<file path="config.mk">
export PLATFORM = sky130hd
export DESIGN_NAME = sbb_ctrl
export DESIGN_NICKNAME = d
export VERILOG_FILES = /design/src/sbb_pkg.sv /design/src/sbb_ctrl.sv
export SDC_FILE = /design/constraint.sdc
export NUM_CORES = 1
export LEC_CHECK = 0
export ABC_AREA = 0
export BUFFER_PORTS_ARGS = -buffer_cell sky130_fd_sc_hd__buf_2
export CORE_AREA = 5 5 42 44
export CTS_CLUSTER_SIZE = 20
export DETAILED_ROUTE_END_ITERATION = 7
export DIE_AREA = 0 0 47 49
export GPL_TIMING_DRIVEN = 0
export MAX_ROUTING_LAYER = met4
export PLACE_DENSITY_LB_ADDON = 0.05
export SLEW_MARGIN = 10
export SYNTH_ARGS = -nofsm -noshare
export SYNTH_HDL_FRONTEND = slang
export SYNTH_SLANG_ARGS = --single-unit
</file>
<file path="constraint.sdc">
create_clock -name aclk -period 3.9 [get_ports aclk]
set_input_delay 0.78 -clock aclk [delete_from_list [all_inputs] [get_ports aclk]]
set_output_delay 0.78 -clock aclk [all_outputs]
set_load 0.005 [all_outputs]
</file>
<file path="src/sbb_pkg.sv">
// Package for the subsampled box blur pixel core: shared types and constants.
// Used by the controller, the datapath and the top level; depends on nothing.
`default_nettype none

package sbb_pkg;

    // Fixed field widths of the item and configuration interfaces.
    localparam int COORD_W = 7;
    localparam int RGB_W   = 24;
    localparam int CH_W    = 8;
    localparam int DIM_W   = 8;
    localparam int RAD_W   = 4;
    localparam int CFG_IDX_W  = 2;
    localparam int CFG_DATA_W = 8;

    // Signed window coordinate: spans center minus radius up to center plus radius minus two.
    localparam int POS_W = 9;

    // Channel sums hold up to 15*15 samples of 255; the divisor is the count plus one.
    localparam int SUM_W   = 16;
    localparam int DIVR_W  = 8;
    localparam int STEP_W  = $clog2(SUM_W);

    // Configuration register indexes.
    localparam logic [CFG_IDX_W-1:0] CFG_SCREEN_WIDTH  = 2'd0;
    localparam logic [CFG_IDX_W-1:0] CFG_SCREEN_HEIGHT = 2'd1;
    localparam logic [CFG_IDX_W-1:0] CFG_BLUR_RADIUS   = 2'd2;

    // Reset values of the configuration registers.
    localparam logic [DIM_W-1:0] SCREEN_WIDTH_RST  = 8'd128;
    localparam logic [DIM_W-1:0] SCREEN_HEIGHT_RST = 8'd128;
    localparam logic [RAD_W-1:0] BLUR_RADIUS_RST   = 4'd7;

    // Request kinds.
    localparam logic REQ_WRITE = 1'b0;
    localparam logic REQ_QUERY = 1'b1;

    // Commands from the controller to the datapath.
    typedef struct packed {
        logic start;     // latch the window origin, clear sums
        logic write;     // store the input pixel
        logic step;      // visit one window position
        logic div_load;  // load the dividers from the sums
        logic div_step;  // one restoring division step
        logic load_out;  // move the quotients into the output register
    } sbb_cmd_t;

    // Status from the datapath to the controller.
    typedef struct packed {
        logic radius_zero;
        logic last_step;
        logic div_last;
        logic out_free;
    } sbb_stat_t;

    // Controller states.
    typedef enum logic [5:0] {
        ST_IDLE  = 6'b000001,
        ST_SCAN  = 6'b000010,
        ST_DRAIN = 6'b000100,
        ST_LOAD  = 6'b001000,
        ST_DIV   = 6'b010000,
        ST_HOLD  = 6'b100000
    } sbb_state_t;

endpackage

`default_nettype wire

</file>
<file path="src/sbb_ctrl.sv">
// Controller state machine of the subsampled box blur pixel core.
// Depends on sbb_pkg for the command, status and state types.
`default_nettype none

module sbb_ctrl
    import sbb_pkg::*;
(
    input  wire logic      aclk,
    input  wire logic      aresetn,
    input  wire logic      s_valid,
    input  wire logic      s_req_type,
    output logic           s_ready,
    input  wire sbb_stat_t stat,
    output sbb_cmd_t       cmd,
    output sbb_state_t     state
);

    sbb_state_t state_reg, state_next;
    logic       accept;

    assign state   = state_reg;
    assign s_ready = (state_reg == ST_IDLE);
    assign accept  = s_valid && s_ready;

    // Next-state and command decode.
    always_comb begin
        state_next = state_reg;
        cmd        = '0;
        case (state_reg)
            ST_IDLE: begin
                if (accept) begin
                    if (s_req_type == REQ_QUERY) begin
                        cmd.start  = 1'b1;
                        state_next = stat.radius_zero ? ST_DRAIN : ST_SCAN;
                    end else begin
                        cmd.write = 1'b1;
                    end
                end
            end
            ST_SCAN: begin
                cmd.step = 1'b1;
                if (stat.last_step) begin
                    state_next = ST_DRAIN;
                end
            end
            ST_DRAIN: begin
                // The last frame store read lands in the sums here.
                state_next = ST_LOAD;
            end
            ST_LOAD: begin
                cmd.div_load = 1'b1;
                state_next   = ST_DIV;
            end
            ST_DIV: begin
                cmd.div_step = 1'b1;
                if (stat.div_last) begin
                    state_next = ST_HOLD;
                end
            end
            ST_HOLD: begin
                if (stat.out_free) begin
                    cmd.load_out = 1'b1;
                    state_next   = ST_IDLE;
                end
            end
            default: begin
                state_next = ST_IDLE;
            end
        endcase
    end

    // State register.
    always_ff @(posedge aclk) begin
        if (!aresetn) begin
            state_reg <= ST_IDLE;
        end else begin
            state_reg <= state_next;
        end
    end

endmodule

`default_nettype wire

</file>
Yosys cells after proc, flatten, opt, wreduce, memory -nomap -nowiden
Index checks and enable logic that the tools add are counted.
{ "op_classes": {"addsub": 0, "n_mul": 0, "div_mod_pow": 0, "n_lt_le_gt_ge": 0, "n_eq_ne": 11, "shift": 0, "muxes": 16, "bitwise_logic": 0, "reduce_logical": 2} }
{ "op_table": {"columns": ["op", "n"], "rows": [
  ["case mux 6 bit (6 select lines)", 1],
  ["2-to-1 mux 6 bit", 5],
  ["inequality test 2 bit (second input constant)", 4],
  ["2-to-1 mux 1 bit", 7],
  ["== test 6 x 1 -> 1 bit (second input constant)", 1],
  ["== test 6 x 2 -> 1 bit (second input constant)", 1],
  ["== test 6 x 3 -> 1 bit (second input constant)", 1],
  ["== test 6 x 4 -> 1 bit (second input constant)", 1],
  ["== test 6 x 5 -> 1 bit (second input constant)", 1],
  ["== test 6 bit (second input constant)", 1],
  ["AND reduction 5 bit", 1],
  ["2-to-1 mux 2 bit", 2],
  ["2-to-1 mux 3 bit", 1],
  ["inequality test 2 x 1 -> 1 bit (second input constant)", 1],
  ["logical AND 1 bit", 1]
]} }
{ "word_totals": {"reg_bits": 6, "latchBits": 0, "ramBits": 0, "mem_bits_ro": 0, "inputBits": 8, "out_inout_bits": 13, "elab_cells": 30, "memories": 0} }

Longest topological paths before layout
Gate-level depths: netlist (run 1).
{ "logic_depth": {"ltp_word": 4, "ltp_mapped": 4, "ltp_nobuf": 4} }

Least setup slack after synthesis (run 1)
OpenSTA, ideal clock, no wires.
{ "synth_path": {"path_type": "register to output", "start": "register state_reg[5], in the netlist state[5]", "end": "output cmd[5] (netlist name)", "arrival_ns": 1.424, "required_time_ns": 3.120, "path_slack_ns": 1.696, "stages_incl_launch_ff": 4, "path_buffers": 0, "cell_sequence": "dfxtp_1 -> or4_1 -> nor2_1 -> and3_1"} }
{ "synth_rtl": {"columns": ["item", "line", "text"], "rows": [
  ["from (decl)", "sbb_ctrl.sv:18", "sbb_state_t state_reg, state_next;"],
  ["from (signal assigned)", "sbb_ctrl.sv:77", "state_reg <= state_next;"],
  ["to (decl)", "sbb_ctrl.sv:14", "output sbb_cmd_t cmd,"]
]} }

==> impl_summary.txt, run 1 <==
----------------------------------------------------
[Timing]
  Fmax ... 375.6 MHz
  Relative max-transition margin ... 75.65%
  Setup TNS Final ... 0 ps
  Final cycle utilization of the critical path ... roughly two thirds
  Final critical-path required period ... ~2700 ps
  Transition at the pin with the smallest max-transition slack ... approximately 360 ps
  Final hold slack ... 562.7 ps
  Setup clock skew after layout ... approximately 11 ps
  Unrepaired setup endpoints after global routing ... no
  Final setup violation count ... 0
  Number of failing hold endpoints at the final stage ... 0
  Total count of max-transition violations in the final report ... 0

[Clock network]
  Hold-fix buffers at CTS ... 0
  Number of setup buffers added after CTS ... 0
  Clk_lat worst skew ... roughly 250 ps
  Clock Tree Buf Depth ... 2
  Root Buffer Master ... clkbuf_4
  Total CTS buffers ... 3
  Clock-pin slew on the worst setup and hold paths ... around 50 ps
  Clock tree from TritonCTS ... yes
  Quantity of gates resized following cts ... 0
  H-tree levels ... 1
  Total number of clock tree sinks ... 6

[Global routing]
  Pin count of the biggest net entering global routing ... 10
  Number of antenna violations at the first check in global routing ... 0
  Total global routing track utilization ... 10.90%
  Global-route wire length before repair ... 1766 µm
  Overflow after GRT ... 0
  Via count of the first global-routing pass ... 406

[Floorplanning]
  Die ar. ... 0.002303 mm²
  Count of standard-cell rows ... 14
  Height of the chip ... 49 µm
  Ports ... 21
  CORE AREA ... 0.001401 mm²
  Initial core utilization ... 26.96%
  Horiz. Die Dim ... 47 µm

[Route]
  DRC violation count after routing ... 0
  Vias per std cell ... 4.952
  Post-detailed-routing wire length ... 1089 µm
  Number of iterations in the first detailed-routing pass ... 3
  Initial drt markers ... 8
  Number of vias in the routed layout ... 411
  Routed len/inst ... 13.12 µm
  Post-detailed-route count of antenna-violating nets ... 0

[Critical path]
  Data required time of the worst path ... ~3100 ps
  Origin of the worst setup path ... state[5]
  Kind of start point of the critical path ... flip-flop
  Data arrival time of the critical path ... 1880 ps
  CP endpoint kind ... output pin
  Ordered cell list for the critical path ... or4_1 > nor2_1 > and3_1 > buf_2
  Launch instance of the worst register-to-register path ... state[5]
  Setup CP Type ... flip-flop to output pin
  Slowest stage cell, crit path ... or4_1
  CP max FO ... 9
  Max incr delay on CP ... 630 ps

[Synthesis]
  Post-synth design cell area ... 377.9 µm²
  Net count of the mapped netlist ... 52
  Portion of the post-synthesis area used by sequential elements ... a little under a third
  Cell taking the most area after synthesis ... dfxtp_1
  Number of warnings issued by yosys ... 0
  Number of storage elements in the synthesis netlist ... 6
  Number of distinct library cells after synthesis ... 23
  Largest cells by area after synthesis ... dfxtp_1 (32%), nor3b_1 (14%), nand2_1 (5.0%)
  Number of instances in the synthesized netlist ... 44
  Syn avg cell area ... 8.588 µm²
  Share of the synthesized area in the top cell type ... 31.79%

[Outcome]
  Outcome ... completed

[Flow run]
  Total of max-cap violations ... 0

[Place]
  Placed instance count ... 80
  Placed standard-cell area ... ~500 µm²
  Post-detail-place hpwl ... approximately 840 µm
  Number of buffers added on ports ... 20
  Gpl congestion ... 0.7516

[Layout]
  Area growth, synth to finish ... 37.75%
  Post-route cell area ... 520.5 µm²
  Inserted Diodes ... 0
  Max reg flops ... 6
  Count of non-filler cells in the finished layout ... 83
  Layout filler cell count ... ~160
  Ratio of cells with drive above 1 in the final layout ... between 40% and 50%
  Final Net Count ... 77

[Min path]
  Hold path start ... state[4]
  Worst min path class ... flip-flop to flip-flop

[Pwr]
  Peak supply drop ... approximately 0.18 mV
  Leak pwr ... 0.0002597 µW
  Areal power density over the cells ... 404.0 mW/mm²

----------------------------------------------------
final timing paths:
| path | endpoint | slack, ps | cells after the start |
|---|---|---|---|
| setup / recovery | cmd[5] | 1240 | 4 |
| hold reg to reg | state[4] | 560 | 2 |
| hold / removal | state[4] | 560 | 2 |
| setup reg to reg | state[0] | 1770 | 4 |
synth_stat cells:
| cell type | n |
|---|---|
| nor2_1 | 2 |
| a31o_2 | 1 |
| nor3b_1 | 7 |
| xor2_1 | 1 |
| or3b_1 | 1 |
| inv_1 | 2 |
| nand2_1 | 5 |
| or4b_4 | 1 |
| a2111oi_0 | 1 |
| and3_1 | 2 |
| nand4_1 | 1 |
| a21oi_1 | 2 |
| nor4_1 | 2 |
| o21bai_1 | 1 |
| a2bb2o_1 | 1 |
| dfxtp_1 | 6 |
| and3_4 | 1 |
| or4_1 | 2 |
| o21ai_1 | 1 |
| nand2b_1 | 1 |
| nor3_1 | 1 |
| a221o_1 | 1 |
| or4_4 | 1 |
metal layers:
layer  part of all wire, %  GRT usage, %
met4                   1.3         4.147
met3                   5.4         4.428
met5                     0             -
met2                    43         15.16
met1                    50         13.85
placed cells by master (no fill, tap or decap), types with 2 or more instances in the layout:
cell type | synthesis | layout
a21oi_1 | 2 | 2
or4_1 | 2 | 2
buf_2 | 0 | 20
inv_1 | 2 | 2
nor3b_1 | 7 | 7
nor4_1 | 2 | 2
and3_1 | 2 | 2
clkbuf_4 | 0 | 3
nor2_1 | 2 | 2
dfxtp_1 | 6 | 6
nand2_1 | 5 | 5
layout make-up:
| class | count | area, µm² | share of cell area (%) |
|---|---|---|---|
| clock buffers | 3 | 22.52 | 4.327 |
| inverters | 2 | 7.507 | 1.442 |
| repair buffers | 20 | 100.1 | 19.23 |
| well taps | 16 | 20.02 | 3.846 |
| flip-flops and latches | 6 | 120.1 | 23.08 |
| multi-input cells | 36 | 250.2 | 48.08 |
metrics by stage:
step	util [%]	total power, µW	worst slack, ps
after floorplan	-	124.0	1696
after global placement	35.54	155.8	1487
after detailed placement	35.54	154.2	1515
after CTS	37.14	214.3	1236
after global routing	37.14	227.4	1116
final	37.14	210.3	1237
critical path: cells and delay by family, from the launching register on:
family | cells | cell delay, ps
buffers and inverters | 1 | 110
DFF | 1 | 380
and+or+nand+nor | 3 | 1150
cell families (layout without fill, tap and decap cells):
group / count (synthesis) / after routing / synth area share (%)
simple gates: 27 / 27 / 48.01
buf+inv: 2 / 25 / 1.987
flops: 6 / 6 / 31.79
xor+xnor: 1 / 1 / 2.318
compound gates: 8 / 8 / 15.89
where the power goes:
group	internal [µW]	total, µW	switching, µW
sequential	67.4	76.3	8.83
combinational	37.2	75.8	38.6
clock	34.9	58.3	23.4
No activity file was read; power rests on OpenSTA's default activity.
==> inputs of run 2 (changes only) <==
- ABC_AREA: 0 -> 1
- clock period: 3.9 -> 2.38 ns (I/O delays scaled with it)
==> run 2 against run 1 <==
  * Area after synthesis up 7.3%
  * Combinational power rose to 4.7 times the previous value
  * Clock power is 60% higher
  * Synthesized cell count grew 50%
  * Highest routed layer unchanged
  * First-iteration DRC count shrank 38%
  * Sequential power grew 120%
  * Core utilization grew 2.0 points
  * Global-route usage grew 0.34 points
  * Sequential share of layout area decreased by 1.2 points
  * Register-to-register slack worse by 590 ps
  * Non-clock buffer count unchanged
==> impl_summary.txt, run 2 <==
----------------------------------------------------
[Outcome]
  Outcome ... completed

[Timing]
  Setup clock skew after layout ... 1.846 ps (-9.245 ps)
  Relative max-transition margin ... 85.52% (+9.9 points)
  Transition at the pin with the smallest max-transition slack ... 217.0 ps (-139.1 ps)
  Crit path setup slack, layout ... 610.3 ps (-627.2 ps)
  Fmax ... 565.1 MHz
  Total count of max-transition violations in the final report ... 0 (unchanged)
  Number of failing hold endpoints at the final stage ... 0 (unchanged)
  Unrepaired setup endpoints after global routing ... no
  Setup TNS Final ... 0 ps (unchanged)
  Final critical-path required period ... 1770 ps
  Final setup violation count ... 0 (unchanged)
  Final cycle utilization of the critical path ... 74.36%

[Global routing]
  Via count of the first global-routing pass ... 457 (+13%)
  Number of antenna violations at the first check in global routing ... 0 (unchanged)
  Total global routing track utilization ... 11.24% (+0.34 points)
  Pin count of the biggest net entering global routing ... 8 (-2)
  Global-route wire length before repair ... 1842 µm (+4.3%)
  Overflow after GRT ... 0 (unchanged)

[Place]
  Gpl congestion ... 0.7272 (-3.2%)
  Placed instance count ... 102 (+28%)
  Number of buffers added on ports ... 20 (unchanged)
  Post-detail-place hpwl ... 875.8 µm (+3.8%)
  Setup WS pre-CTS ... 880.3 ps (-635.2 ps)

[Critical path]
  Setup CP Type ... flip-flop to output pin
  CP endpoint kind ... output pin
  Data required time of the worst path ... 1900 ps (-1220 ps)
  CP max FO ... 4 (-5)
  FF-to-FF path depth ... 7 (+3)
  Kind of start point of the critical path ... flip-flop
  Data arrival time of the critical path ... 1290 ps (-590 ps)

[Pwr]
  Clock Power Share ... 15.1% (-13 points)
  Pint ... 327.9 µW (+140%)
  Peak supply drop ... 0.3945 mV (+120%)
  Switching power ... 288.8 µW (+310%)
  Switching Share ... 46.83% (+13 points)
  Combinational power share ... 57.7% (+22 points)
  Areal power density over the cells ... 1125 mW/mm² (+180%)
  Fraction of power consumed by sequential logic ... 27.2% (-9.1 points)
  Leak pwr ... 0.0003512 µW (+35%)

[Floorplanning]
  Ports ... 21 (unchanged)
  Height of the chip ... 49 µm (unchanged)
  Count of standard-cell rows ... 14 (unchanged)
  Horiz. Die Dim ... 47 µm (unchanged)
  Die ar. ... 0.002303 mm² (unchanged)
  CORE AREA ... 0.001401 mm² (unchanged)
  Initial core utilization ... 28.93% (+2.0 points)

[Flow run]
  Total of max-cap violations ... 0 (unchanged)

[Layout]
  Combined area of the multi-input logic cells ... 232.7 µm² (-7.0%)
  Inserted Diodes ... 0 (unchanged)
  Commonest cells after routing, fill and taps aside ... buf_2 (20), nor2_1 (15), inv_1 (14), nand2_1 (12), dfxtp_1 (6)
  Layout filler cell count ... 172 (+8.2%)
  Area used by sequential logic in the layout ... 120.1 µm² (unchanged)
  Most frequent standard cell in the layout excluding fill and tap cells ... buf_2
  Ratio of cells with drive above 1 in the final layout ... 34.83% (-5.5 points)
  Area growth, synth to finish ... 35.19%
  Final Net Count ... 99 (+29%)
  Max reg flops ... 6 (unchanged)
  Count of non-filler cells in the finished layout ... 105 (+27%)

[Route]
  Routed len/inst ... 10.24 µm (-22%)
  Number of iterations in the first detailed-routing pass ... 4 (+1)
  Number of vias in the routed layout ... 467 (+14%)
  Initial drt markers ... 5 (-3)
  Post-detailed-routing wire length ... 1075 µm (-1.3%)
  Post-detailed-route count of antenna-violating nets ... 0 (unchanged)
  Vias per std cell ... 4.448 (-10%)
  DRC violation count after routing ... 0 (unchanged)

[Clock network]
  Clk_lat worst skew ... 240 ps (about the same)
  Root Buffer Master ... clkbuf_4
  Number of setup buffers added after CTS ... 0 (unchanged)
  Total CTS buffers ... 3 (unchanged)
  Clock-pin slew on the worst setup and hold paths ... 40 ps (about the same)
  Clock tree from TritonCTS ... yes
  Hold-fix buffers at CTS ... 0 (unchanged)
  Clock Tree Buf Depth ... 2 (unchanged)
  Total number of clock tree sinks ... 6 (unchanged)
  Quantity of gates resized following cts ... 0 (unchanged)
  H-tree levels ... 1 (unchanged)

[Synthesis]
  Number of storage elements in the synthesis netlist ... 6 (unchanged)
  Largest cells by area after synthesis ... dfxtp_1 (30%), nor2_1 (14%), inv_1 (13%)
  Net count of the mapped netlist ... 74 (+42%)
  Top flip-flop cell by instance count after synthesis ... dfxtp_1
  Number of instances in the synthesized netlist ... 66 (+50%)
  Number of warnings issued by yosys ... 0 (unchanged)
  Cell taking the most area after synthesis ... dfxtp_1
  Share of the synthesized area in the top cell type ... 29.63% (-2.2 points)
  Most used standard cell by instance count after synthesis ... nor2_1
  Fraction of synthesis flops using an asynchronous set or reset pin ... 0% (unchanged)
  Number of distinct library cells after synthesis ... 13 (-43%)
  Number of enable flip-flop cells after synthesis ... 0 (unchanged)
  Synth cell count leaders ... nor2_1 (15), inv_1 (14), nand2_1 (12)
  Post-synth design cell area ... 405.4 µm² (+7.3%)
  Portion of the post-synthesis area used by sequential elements ... 29.63% (-2.2 points)
  Syn avg cell area ... 6.142 µm² (-28%)

[Min path]
  Worst hold path depth ... 2 (unchanged)
  Worst min path class ... input pin to flip-flop

----------------------------------------------------
-- run 2: worst paths after layout --
path,startpoint,to,slack [ps]
max,state[0],cmd[4],610
min,aresetn,state[0],470
max reg2reg,state[1],state[0],1180
min reg2reg,state[1],state[1],540
-- run 2: worst max-delay path, cell delays in order (launching register included) --
cell	delay (ps)
dfxtp_1	370
inv_1	50
nor2_1	150
nand3_2	130
inv_1	110
nand2_1	50
nor2_1	70
buf_2	110
-- run 2: cell type report --
type                    instances  area share (%)
repair buffers                 20           18.26
clock buffers                   3           4.110
well taps                      16           3.653
multi-input cells              46           42.47
inverters                      14           9.589
flip-flops and latches          6           21.92
-- run 2: power groups by stage --
| stage | Combinational, µW | Sequential [µW] | Clock, µW |
|---|---|---|---|
| global route | 415 | 176 | 104 |
| detailed placement | 358 | 170 | 0 |
| CTS | 361 | 169 | 98.4 |
| finish | 356 | 168 | 93.0 |
| global placement | 360 | 169 | 0 |
| floorplan | 246 | 170 | 0 |
-- run 2: cell families (layout without fill, tap and decap cells) --
| family | count (synthesis) | after routing | synth area share (%) |
|---|---|---|---|
| flip-flops | 6 | 6 | 29.63 |
| buffers and inverters | 14 | 37 | 12.96 |
| AO/OA/AOI/OAI | 2 | 2 | 2.467 |
| AND/OR/NAND/NOR | 44 | 44 | 54.94 |
-- run 2: per-layer routing --
metal	track usage (%)	vias to the layer above	routed length (µm)
met5	-	-	0
met4	6.912	0	23
met3	2.214	4	94
met2	15.38	18	450
met1	14.63	195	507
li1	-	250	-
-- run 2: metrics by stage --
stage	area (µm²)	util (%)	hold slack (ps)	total power [µW]
detailed placement	525.5	37.50	532.4	528.8
global route	548.0	39.11	471.5	694.7
finish	548.0	39.11	470.2	616.7
floorplan	405.4	-	526.3	416.2
CTS	548.0	39.11	465.3	628.0
global placement	525.5	37.50	531.7	529.0
==> inputs of run 3 (changes only) <==
- clock period: 2.38 -> 1.6 ns (I/O delays scaled with it)
==> run 3 against run 2 <==
  * First-iteration DRC count rose by 40%
  * Critical path depth shrank 1
  * Sequential power rose by 65%
  * Total power up 75%
  * Combinational power rose by 85%
  * Critical endpoint unchanged
==> impl_summary.txt, run 3 (same netlist as run 2, synthesis figures left out) <==
----------------------------------------------------
[Timing]
  Unrepaired setup endpoints after global routing ... yes
  Setup clock skew after layout ... 0.6025 ps (-1.243 ps)
  Final setup violation count ... 0 (unchanged)
  Final cycle utilization of the critical path ... 95.21%
  Total count of max-transition violations in the final report ... 0 (unchanged)
  Relative max-transition margin ... 85.47% (about the same)
  Number of failing hold endpoints at the final stage ... 0 (unchanged)
  Fmax ... 656.5 MHz
  Crit path setup slack, layout ... 76.67 ps (-533.6 ps)
  Transition at the pin with the smallest max-transition slack ... 217.6 ps (+0.6490 ps)
  Final critical-path required period ... 1523 ps

[Clock network]
  Hold-fix buffers at CTS ... 0 (unchanged)
  Clock-pin slew on the worst setup and hold paths ... 40 ps (about the same)
  Clock tree from TritonCTS ... yes
  Total number of clock tree sinks ... 6 (unchanged)
  H-tree levels ... 1 (unchanged)
  Total CTS buffers ... 3 (unchanged)
  Clk_lat worst skew ... 240 ps (about the same)
  Root Buffer Master ... clkbuf_4
  Clock Tree Buf Depth ... 2 (unchanged)

[Route]
  Post-detailed-route count of antenna-violating nets ... 0 (unchanged)
  Number of vias in the routed layout ... 484 (+3.6%)
  DRC violation count after routing ... 0 (unchanged)
  Post-detailed-routing wire length ... 1106 µm (+2.9%)
  Initial drt markers ... 7 (+2)
  Vias per std cell ... 4.360 (-2.0%)
  Number of iterations in the first detailed-routing pass ... 4 (unchanged)
  Routed len/inst ... 9.964 µm (-2.7%)

[Pwr]
  Leak pwr ... 0.0003776 µW (+7.5%)
  Total chip power ... 1078 µW (+75%)
  Peak supply drop ... 0.6670 mV (+69%)
  Areal power density over the cells ... 1755 mW/mm² (+56%)

[Layout]
  Most frequent standard cell in the layout excluding fill and tap cells ... buf_2
  Max reg flops ... 6 (unchanged)
  Area used by sequential logic in the layout ... 126.4 µm² (+5.2%)
  Commonest cells after routing, fill and taps aside ... buf_2 (20), nor2_1 (13), inv_1 (12), nand2_1 (12), buf_4 (6)
  Area growth, synth to finish ... 51.54%
  Combined area of the multi-input logic cells ... 247.7 µm² (+6.5%)
  Ratio of cells with drive above 1 in the final layout ... 46.32% (+11 points)
  Final Net Count ... 105 (+6.1%)
  Final standard cell utilization of the core ... 43.84% (+4.7 points)
  Layout filler cell count ... 168 (-2.3%)
  Inserted Diodes ... 0 (unchanged)

[Global routing]
  Pin count of the biggest net entering global routing ... 8 (unchanged)
  Overflow after GRT ... 0 (unchanged)
  Via count of the first global-routing pass ... 457 (unchanged)
  Total global routing track utilization ... 11.24% (unchanged)
  Global-route wire length before repair ... 1842 µm (unchanged)
  Number of antenna violations at the first check in global routing ... 0 (unchanged)

[Min path]
  Worst min path class ... input pin to flip-flop

[Flow run]
  Total of max-cap violations ... 0 (unchanged)

[Critical path]
  Max incr delay on CP ... 340 ps (-30 ps)
  Setup CP Type ... flip-flop to output pin
  Data required time of the worst path ... 1280 ps (-620 ps)
  CP max FO ... 7 (+3)
  Ordered cell list for the critical path ... nor2_4 > nand3_2 > inv_2 > nand2_1 > nor2_1 > buf_2
  Register-to-register path setup slack ... 230 ps (-950 ps)
  Data arrival time of the critical path ... 1200 ps (-90 ps)
  Crit path max-delay family ... simple AND/OR/NAND/NOR gates
  Buffers and inverters on the worst path ... 2 (-1)
  Kind of start point of the critical path ... flip-flop
  CP endpoint kind ... output pin
  Slowest stage cell, crit path ... dfxtp_2

[Floorplanning]
  Ports ... 21 (unchanged)
  Horiz. Die Dim ... 47 µm (unchanged)
  Die ar. ... 0.002303 mm² (unchanged)
  Count of standard-cell rows ... 14 (unchanged)
  Height of the chip ... 49 µm (unchanged)
  Initial core utilization ... 28.93% (unchanged)
  CORE AREA ... 0.001401 mm² (unchanged)

[Place]
  Setup WS pre-CTS ... 256.3 ps (-624.0 ps)
  Gpl congestion ... 0.7272 (unchanged)
  Post-detail-place hpwl ... 875.8 µm (unchanged)
  Number of buffers added on ports ... 20 (unchanged)

[Outcome]
  Outcome ... completed

----------------------------------------------------
-- run 3: final timing paths --
check             startpoint  endpoint  depth (start not counted)
setup reg to reg    state[5]  state[1]                          9
setup / recovery    state[3]    cmd[4]                          6
hold / removal       aresetn  state[0]                          2
hold reg to reg     state[1]  state[1]                          2
-- run 3: layout make-up --
class                           instances  area share, %
Multi-Input combinational cell         46          40.33
Timing Repair Buffer                   26          23.63
Sequential cell                         6          20.57
Tap cell                               16          3.259
Clock buffer                            3          3.666
Inverter                               14          8.554
-- run 3: routing by layer --
layer  global-route usage [%]  vias to the layer above  share of wire [%]
met5                        -                        -                  0
met4                    6.912                        0                2.1
met3                    2.214                        4                8.6
met2                    15.38                       18                 43
met1                    14.63                      199                 46
li1                         -                      263                  -
-- run 3: timing repair --
action / 4_1_cts / 5_1_grt
cloned: 0 / 0
pin swaps: 1 / 5
endpoints found under the hold margin: 0 / 0
setup endpoints to repair: 1 / 4
gates resized for setup: 1 / 9
buffers inserted: 0 / 6
-- run 3: stage by stage --
step	TNS, ps	cell area (µm²)	std cells	hold slack (ps)
6_report	0	614.3	111	312.1
5_1_grt	-95.14	614.3	111	311.4
4_1_cts	0	550.5	105	309.3
3_5_place_dp	0	525.5	102	532.4
3_3_place_gp	0	525.5	102	531.7
2_1_floorplan	0	405.4	66	404.1
-- run 3: report_power, final --
group,switching (µW),internal (µW),total (µW)
registers,75.0,203,278
clock network,55.4,84.9,140
logic,347,313,660
